## src/design/pfl_pkg.sv

```systemverilog
// Package for the path feature locator: shared constants, codes and the
// structs that pass between the top level, the table unit and the divider.
// No dependencies.
package pfl_pkg;

	localparam int MAX_ARCS  = 254;
	localparam int SEG_DEPTH = MAX_ARCS + 2;
	localparam int ARC_DEPTH = MAX_ARCS + 1;

	localparam int BASE_W = 42;	// signed feature base, Q.16
	localparam int SCL_W  = 60;	// signed scaled position, Q.32
	localparam int NUM_W  = 58;	// divider numerator
	localparam int DEN_W  = 42;	// divider denominator
	localparam int FRAC_W = 17;

	localparam logic [FRAC_W-1:0] ONE_Q16 = 17'd65536;

	localparam logic [1:0] MODE_SEG   = 2'd0;
	localparam logic [1:0] MODE_ARC   = 2'd1;
	localparam logic [1:0] MODE_QUERY = 2'd2;
	localparam logic [1:0] MODE_NONE  = 2'd3;

	typedef struct packed {
		logic        seg_en;
		logic        arc_en;
		logic [7:0]  idx;
		logic [31:0] len;
		logic [31:0] ang;
	} mem_wr_t;

	typedef struct packed {
		logic       start;
		logic [8:0] index;
	} base_req_t;

	typedef struct packed {
		logic                     done;
		logic signed [BASE_W-1:0] base;
	} base_rsp_t;

	typedef struct packed {
		logic             start;
		logic [NUM_W-1:0] num;
		logic [DEN_W-1:0] den;
	} div_req_t;

	typedef struct packed {
		logic              done;
		logic [FRAC_W-1:0] quot;
	} div_rsp_t;

endpackage

```

## src/design/pfl_div.sv

```systemverilog
// Restoring divider for the local fraction, one quotient bit per cycle,
// saturating at one. Depends on pfl_pkg.
module pfl_div (
	input  logic                clk,
	input  logic                arst_n,
	input  pfl_pkg::div_req_t   req,
	output pfl_pkg::div_rsp_t   rsp
);

	logic                          busy_q;
	logic                          done_q;
	logic [4:0]                    cnt_q;
	logic [pfl_pkg::NUM_W-1:0]     rem_q;
	logic [pfl_pkg::NUM_W-1:0]     dsh_q;
	logic [pfl_pkg::FRAC_W-1:0]    quot_q;
	logic [pfl_pkg::FRAC_W-1:0]    res_q;

	logic                          fits;
	logic [pfl_pkg::FRAC_W-1:0]    quot_nx;

	assign fits    = (rem_q >= dsh_q);
	assign quot_nx = {quot_q[pfl_pkg::FRAC_W-2:0], fits};

	always_ff @(posedge clk or negedge arst_n) begin
		if (!arst_n) begin
			busy_q <= 1'b0;
			done_q <= 1'b0;
			cnt_q  <= '0;
		end else begin
			done_q <= 1'b0;
			if (req.start) begin
				if ({1'b0, req.num} >= {req.den, 17'd0}) begin
					done_q <= 1'b1;
				end else begin
					busy_q <= 1'b1;
					cnt_q  <= 5'd16;
				end
			end else if (busy_q) begin
				if (cnt_q == 5'd0) begin
					busy_q <= 1'b0;
					done_q <= 1'b1;
				end else begin
					cnt_q <= cnt_q - 5'd1;
				end
			end
		end
	end

	always_ff @(posedge clk) begin
		if (req.start) begin
			rem_q  <= req.num;
			dsh_q  <= {req.den, 16'd0};
			quot_q <= '0;
			res_q  <= pfl_pkg::ONE_Q16;
		end else if (busy_q) begin
			if (fits) begin
				rem_q <= rem_q - dsh_q;
			end
			dsh_q  <= dsh_q >> 1;
			quot_q <= quot_nx;
			if (cnt_q == 5'd0) begin
				res_q <= (quot_nx > pfl_pkg::ONE_Q16) ? pfl_pkg::ONE_Q16 : quot_nx;
			end
		end
	end

	assign rsp.done = done_q;
	assign rsp.quot = res_q;

endmodule

```

## config.mk

```make
export PLATFORM = sky130hd
export DESIGN_NAME = pfl_div
export DESIGN_NICKNAME = d
export VERILOG_FILES = /design/src/design/pfl_pkg.sv /design/src/design/pfl_div.sv
export SDC_FILE = /design/constraint.sdc
export NUM_CORES = 1
export LEC_CHECK = 0
export ABC_AREA = 1
export BUFFER_PORTS_ARGS = -buffer_cell sky130_fd_sc_hd__buf_2
export CAP_MARGIN = 5
export CORE_ASPECT_RATIO = 1.4
export CORE_UTILIZATION = 35
export DETAILED_ROUTE_END_ITERATION = 8
export GPL_TIMING_DRIVEN = 0
export PLACE_DENSITY = 0.51
export RECOVER_POWER = 100
export SLEW_MARGIN = 30
export SYNTH_ARGS = -nofsm -noshare
export SYNTH_HDL_FRONTEND = slang
export SYNTH_SLANG_ARGS = --single-unit
```

## constraint.sdc

```tcl
create_clock -name clk -period 8.24 [get_ports clk]
set_clock_uncertainty 0.05 [all_clocks]
set_input_delay 0.824 -clock clk [delete_from_list [all_inputs] [get_ports clk]]
set_output_delay 0.824 -clock clk [all_outputs]
set_load 0.03 [all_outputs]
```

# After elaboration in Yosys (flattened, before gate mapping)
# Cells that the tools add are included.
[totals]
in_bits = 103
regBits = 156
[op_classes]
addsub = 2
order_cmp = 3
eq_ne = 2
muxes = 18
n_reduce_logical = 6
[ops]
columns = ["operator", "n"]
rows = [
  ["$mux W58", 5],
  ["$ge A58 B59 Y1", 1],
  ["$ge A58 B58 Y1", 1],
  ["$sub A58 B58 Y58", 1],
  ["$mux W5", 4],
  ["$gt A17 B17 Y1 const B", 1],
  ["$mux W17", 1],
  ["$mux W1", 8],
  ["$logic_not A5 Y1", 1],
  ["$sub A5 B1 Y5 const B", 1],
  ["$ne A2 B2 Y1 const B", 2],
  ["$reduce_and A2 Y1", 2],
  ["$reduce_bool A2 Y1", 2],
  ["$reduce_and A3 Y1", 1],
]

# Depth between registers and ports, before layout
# Gate-level depths: netlist of the first run.
[depth]
ltp_word = 4
depth_mapped = 16
depth_no_buf = 16

# Least setup slack after synthesis of the first run
# No wires, ideal clock.
[synth_timing]
path_type = "register -> register"
startpoint = "register rem_q[0] in the netlist's numbering"
endpoint = "register rem_q[0] in the netlist's numbering, enable pin"
stages_incl_launch_ff = 13
setup_ns = 0.650
path_buffers = 0
t_arrival_ns = 2.580
slack_ns = 4.961
path_cell_list = "edfxtp_1 -> inv_1 -> ha_1 -> inv_1 -> fa_1 -> nand3_1 -> nand3_2 -> nand2_1 -> nand3_2 -> nand2_2 -> nand3_1 -> nand2_1 -> nand2_1"
[synth_between]
elab_chain_len = 3
[synth_rtl]
columns = ["element", "line_no", "text"]
rows = [
  ["from (decl)", "pfl_div.sv:13", "logic [pfl_pkg::NUM_W-1:0] rem_q;"],
  ["from (signal assigned)", "pfl_div.sv:51", "rem_q <= req.num;"],
  ["from (signal assigned)", "pfl_div.sv:57", "rem_q <= rem_q - dsh_q;"],
  ["$ge A58 B58 Y1", "pfl_div.sv:21", "assign fits = (rem_q >= dsh_q);"],
  ["$reduce_bool A2 Y1 (no line)", "-", ""],
  ["$reduce_and A2 Y1 (no line)", "-", ""],
]
# No other way between the ends.
# A chain may end at the register's enable or synchronous reset.

# Worst setup path in the final report of the first run
[layout_timing]
startpoint = "register rem_q[7] in the netlist's numbering"
endpoint = "register rem_q[16] in the netlist's numbering, enable pin"
# The elaborated chain is that of the path after synthesis.

==> impl_metrics.env, run 1 <==
export IMPL_status="finished, violations left"
export IMPL_violations="capacitance limit, slew limit"
export IMPL_clockBufferDepth=2
export IMPL_crit_arrival_ns=5.12
export IMPL_fmax_ghz=0.1957
export IMPL_fin_setup_tns_ns=0
export IMPL_start_kind="flop"
export IMPL_grt_overflow=0
export IMPL_synth_largest_area_cell="edfxtp_1"
export IMPL_drv_cap=3
export IMPL_die_h_um=219.4
export IMPL_syn_area_um2=11820
export IMPL_cp_end_kind="flop"
export IMPL_p_per_area_nw_per_um2=386.4
export IMPL_worst_slack_ns=3.130
export IMPL_crit_type="reg2reg"
export IMPL_grt_pass1_vias=11400
export IMPL_place_hpwl_mm=34.72
export IMPL_ys_seq_elements=156
export IMPL_finalCritPeriodShare=0.6202
export IMPL_yosysMostFrequentCell="nand2_1"
export IMPL_cp_max_fo=32
export IMPL_cts_resized=0
export IMPL_fin_crit_ns=5.110
export IMPL_die_x_um=157.3
export IMPL_cts_max_level=4
export IMPL_grt_max_degree=33
export IMPL_post_place_cells=2204
export IMPL_slew_viol_final=86
export IMPL_numPortBuffers=120
export IMPL_clock_sinks=156
export IMPL_grt_antenna_before_repair=0
export IMPL_rsz0062_at_grt="false"
export IMPL_num_io_pins=121
export IMPL_synth_seq_area_share=0.3519
export IMPL_vias_per_cell=5.127
export IMPL_post_cts_buffers=0
export IMPL_grt_pass1_wl_mm=64.28
export IMPL_ys_types=50
export IMPL_vias=11460
export IMPL_synth_top_cells_by_count="nand2_1, inv_1, nor2_1, a21oi_1, ha_1"
export IMPL_antenna_left=0
export IMPL_dp_slack_ns=4.437
export IMPL_instances_no_fill=2236
export IMPL_setup_violations=0
export IMPL_drive_gt1_frac=0.1156
export IMPL_cts_hold_buf=0
export IMPL_syn_nets=1842
export IMPL_synthCells=1637
export IMPL_crit_path_frequent_cell="nand2_1"
export IMPL_yosysWarningCount=0
export IMPL_drc_errors=0
export IMPL_gp_congestion=0.9691
export IMPL_cts_tree="yes"
export IMPL_track_usage=0.2542
export IMPL_critPathRequiredTime_ns=8.25
export IMPL_start_util=0.3558
export IMPL_num_nets_final=1983
export IMPL_irDropWorstVdd_mv=0.1195
export IMPL_diodes=0
export IMPL_drtPass1Iterations=5
export IMPL_tightest_slew_ns=1.961
export IMPL_drt_wl_total_mm=42.11
export IMPL_synthTopCellsByArea="edfxtp_1, nand2_1, ha_1"
export IMPL_row_count=79
export IMPL_finalHoldViolCount=0
export IMPL_post_drt_wl_per_cell_um=18.83
export IMPL_synth_avg_cell_area_um2=7.219
export IMPL_slew_headroom=-0.3075
export IMPL_drt_iter0_drc=562
export IMPL_synthArstFlopShare=0.04487
export IMPL_crit_chain="ha_1, nand2_1, nor2_1, nand3_1, nand3_1, nand2_1, nand3_1, nand2_1, nand3_1, nand2_1, nand2_1, clkbuf_1"
export IMPL_syn2layout_area_growth_pct=14.21
export IMPL_power_mw=5.215
export IMPL_postLayoutCoreUtil=0.4064
export IMPL_fp_dieArea_um2=34510
export IMPL_ff2ff_path_depth=12
export IMPL_synth_edff_count=100
export IMPL_root_buffer="clkbuf_16"
export IMPL_numCtsBuffers=17
export IMPL_core_um2=33210
export IMPL_clk_latency_ns=0.47
export IMPL_critPathMaxStageDelay_ns=1.47
export IMPL_crit_slowest_cell="clkbuf_1"
export IMPL_yosys_area_top_type_share=0.2541
export IMPL_synth_flop_cell="edfxtp_1"
export IMPL_clkTransAtPathRegs_ns=0.08
export IMPL_p_leak_nw=6.112
export IMPL_hold_class="in2async"
-- metal layers --
layer,share of wire,up-vias,GRT usage
li1,-,5742,-
met1,0.41,5373,0.2900
met2,0.50,271,0.4519
met3,0.037,77,0.03357
met4,0.053,0,0.1430
met5,0,-,0
-- critical path: cells and delay by family, from the launching register on --
family                   cells  cell delay [ns]
buffers and inverters        1             1.47
adder cells (fa/ha/maj)      1             0.39
flip-flops                   1             0.39
AND/OR/NAND/NOR             10             2.37
-- registers in the layout, summed over array words and instances, names as in the netlist --
| signal | cells |
|---|---|
| quot_q | 16 |
| done_q | 1 |
| rem_q | 58 |
| cnt_q | 5 |
| busy_q | 1 |
| res_q | 17 |
| dsh_q | 58 |
-- layout by cell type, fill, tap and decap left out, types with 50 or more instances in the layout --
cell / count
clkbuf_1: 50
a21oi_1: 114
nor2_1: 144
o22ai_1: 71
nand3_1: 101
nand2_1: 399
inv_1: 257
edfxtp_1: 100
o21ai_0: 70
ha_1: 101
buf_2: 101
-- cell families after synthesis --
family / count (synthesis) / share of synthesized area
flops: 156 / 0.3519
compound gates: 311 / 0.1529
fa+ha+maj: 102 / 0.1086
xor+xnor: 8 / 0.005929
simple gates: 759 / 0.2815
buf+inv: 301 / 0.09910
-- stage by stage --
| step | hold slack (ns) | area (um^2) |
|---|---|---|
| floorplan | 0.3992 | 11820 |
| CTS | 0.1137 | 13640 |
| finish | 0.1934 | 13500 |
| global route | 0.2101 | 13500 |
| detailed placement | 0.4141 | 13030 |
| global placement | 0.4069 | 12970 |
-- layout make-up --
class,count,area [um^2]
Timing Repair Buffer,122,584.3
Buffer,33,145.1
Fill cell,3661,19720
Clock inverter,15,188.9
Sequential cell,156,4159
Multi-Input combinational cell,1180,6431
Tap cell,445,556.8
Inverter,268,1006
Clock buffer,17,425.4
-- report_power, final --
part / switching, mW / total [mW] / internal [mW]
clock network: 0.423 / 0.838 / 0.416
registers: 0.0821 / 1.24 / 1.16
logic: 2.16 / 3.14 / 0.977
-- path summary, 6_finish.rpt --
path,slack [ns],to,start
worst min-delay path,0.19,cnt_q[1]$_DFFE_PN0P_,arst_n
worst min register to register,0.42,res_q[13]$_SDFFE_PP0P_,res_q[13]$_SDFFE_PP0P_
min in group clk,0.42,res_q[13]$_SDFFE_PP0P_,res_q[13]$_SDFFE_PP0P_
max in group asynchronous,7.67,cnt_q[4]$_DFFE_PN0P_,arst_n
worst max-delay path,3.13,rem_q[16]$_DFFE_PP_,rem_q[7]$_DFFE_PP_
worst max register to register,3.13,rem_q[16]$_DFFE_PP_,rem_q[7]$_DFFE_PP_
(Power assumes the default switching activity.)
==> inputs of run 2 (changes only) <==
--- a/config.mk
+++ b/config.mk
@@ -12,7 +12,7 @@
 export CORE_UTILIZATION = 35
 export DETAILED_ROUTE_END_ITERATION = 8
 export GPL_TIMING_DRIVEN = 0
-export PLACE_DENSITY = 0.51
+export PLACE_DENSITY = 0.53
 export RECOVER_POWER = 100
 export SLEW_MARGIN = 30
 export SYNTH_ARGS = -nofsm -noshare
==> constraint.sdc (replaced) <==
create_clock -name clk -period 4.38 [get_ports clk]
set_clock_uncertainty 0.05 [all_clocks]
set_input_delay 0.438 -clock clk [delete_from_list [all_inputs] [get_ports clk]]
set_output_delay 0.438 -clock clk [all_outputs]
set_load 0.03 [all_outputs]
==> run 2 against run 1 <==
Net effect: the flow still finishes with violations (capacitance limit, slew limit); worst hold slack better by 0.0062 ns; highest routed layer unchanged; core utilization is 0.15 points higher; first-iteration DRC count is 1.4% lower; routed wire length is 1.3% lower; sequential power is 87% higher; via count is 0.85% lower; largest power group unchanged; combinational power is 88% higher; maximum frequency is 57% higher; final cell count hardly changed; non-clock buffer count is 1 higher; total power is 88% higher; global-route usage is 0.31 points lower.
==> impl_metrics.env, run 2 (synthesis results as in run 1) <==
export IMPL_finalHoldViolCount=0
export IMPL_post_cts_buffers=0
export IMPL_clk_latency_ns=0.48
export IMPL_p_leak_nw=6.136
export IMPL_start_kind="flop"
export IMPL_cts_max_level=4
export IMPL_antenna_left=0
export IMPL_drive_gt1_frac=0.1166
export IMPL_numPortBuffers=120
export IMPL_diodes=0
export IMPL_crit_type="reg2reg"
export IMPL_drt_iter0_drc=554
export IMPL_gp_congestion=0.9903
export IMPL_vias_per_cell=5.080
export IMPL_finalCritPeriodShare=0.7432
export IMPL_critPathRequiredTime_ns=4.74
export IMPL_post_drt_wl_per_cell_um=18.57
export IMPL_power_mw=9.791
export IMPL_vias=11370
export IMPL_track_usage=0.2511
export IMPL_num_nets_final=1984
export IMPL_cts_tree="yes"
export IMPL_slew_headroom=-0.05158
export IMPL_fin_crit_ns=3.255
export IMPL_drc_errors=0
export IMPL_tightest_slew_ns=1.577
export IMPL_drv_cap=1
export IMPL_grt_pass1_vias=11430
export IMPL_root_buffer="clkbuf_16"
export IMPL_largestRegisters="dsh_q (58), rem_q (58), res_q (17)"
export IMPL_status="finished, violations left"
export IMPL_place_hpwl_mm=34.45
export IMPL_final_seq_area_um2=4159
export IMPL_hold_class="in2reg"
export IMPL_cts_hold_buf=1
export IMPL_grt_overflow=0
export IMPL_mostFrequentLayoutCells="nand2_1, inv_1, nor2_1"
export IMPL_drtPass1Iterations=5
export IMPL_row_count=79
export IMPL_core_um2=33210
export IMPL_cp_max_fo=10
export IMPL_die_x_um=157.3
export IMPL_grt_antenna_before_repair=0
export IMPL_clock_sinks=156
export IMPL_irDropWorstVdd_mv=0.2254
export IMPL_fmax_ghz=0.3072
export IMPL_dpl_cell_area_um2=13030
export IMPL_p_per_area_nw_per_um2=722.7
export IMPL_fp_dieArea_um2=34510
export IMPL_cts_resized=0
export IMPL_start_util=0.3558
export IMPL_syn2layout_area_growth_pct=14.64
export IMPL_multi_input_area_um2=6439
export IMPL_crit_arrival_ns=3.62
export IMPL_numCtsBuffers=17
export IMPL_num_io_pins=121
export IMPL_clockBufferDepth=2
export IMPL_slew_viol_final=24
export IMPL_drt_wl_total_mm=41.54
export IMPL_grt_pass1_wl_mm=63.48
export IMPL_final_common_cell="nand2_1"
export IMPL_grt_max_degree=31
export IMPL_cp_end_kind="flop"
export IMPL_fin_area_um2=13550
export IMPL_die_h_um=219.4
export IMPL_fill_cells=3632
export IMPL_setup_violations=0
export IMPL_violations="capacitance limit, slew limit"
export IMPL_clkTransAtPathRegs_ns=0.08
export IMPL_rsz0062_at_grt="false"
[run 2: cell type report]
cell class | count | area share
multi-input cells | 1180 | 0.4752
flip-flops and latches | 156 | 0.3070
inverters | 268 | 0.07425
repair buffers | 123 | 0.04618
well taps | 445 | 0.04110
clock buffers | 17 | 0.03140
clock inverters | 15 | 0.01413
plain buffers | 33 | 0.01071
[run 2: worst paths after layout]
path | from | endpoint | slack [ns] | depth (start not counted)
worst min-delay path | req[86] | rem_q[44]$_DFFE_PP_ | 0.20 | 3
worst max register to register | rem_q[0]$_DFFE_PP_ | res_q[6]$_SDFFE_PP0P_ | 1.12 | 14
worst max-delay path | rem_q[0]$_DFFE_PP_ | res_q[6]$_SDFFE_PP0P_ | 1.12 | 14
max in group asynchronous | arst_n | busy_q$_DFFE_PN0P_ | 3.68 | 2
min in group asynchronous | arst_n | cnt_q[1]$_DFFE_PN0P_ | 0.33 | 2
worst min register to register | res_q[12]$_SDFFE_PP0P_ | res_q[12]$_SDFFE_PP0P_ | 0.42 | 2
[run 2: per-stage QoR]
step                std cells  setup WS, ns  setup TNS, ns  utilization  hold slack (ns)
finish                   2237         1.125              0       0.4079           0.1996
CTS                      2237         1.325              0       0.4111           0.1881
global route             2237        0.8192              0       0.4079           0.2125
detailed placement       2204         1.027              0       0.3922           0.2310
global placement         2202       -0.5320         -30.50       0.3907           0.2302
floorplan                1637         1.101              0            -          0.09241
[run 2: critical path, stage by stage (launching register included)]
cell	delay (ns)
edfxtp_1	0.36
inv_1	0.06
ha_1	0.13
inv_1	0.05
fa_1	0.45
nand3_1	0.13
nand3_1	0.19
nand2_1	0.11
nand3_1	0.30
nand2_1	0.26
nand4_2	0.11
nand2_1	0.21
clkbuf_1	0.55
nand2_2	0.10
a21oi_1	0.14
[run 2: power by group]
group	internal, mW	switching, mW
Sequential	2.17	0.156
Clock	0.779	0.790
Combinational	1.86	4.04
[run 2: layer usage]
metal / vias up / wire length (um) / global-route usage
li1: 5751 / - / -
met1: 5293 / 17030 / 0.2826
met2: 244 / 20780 / 0.4410
met3: 77 / 1233 / 0.03179
met4: 0 / 2496 / 0.1657
met5: - / 0 / 0
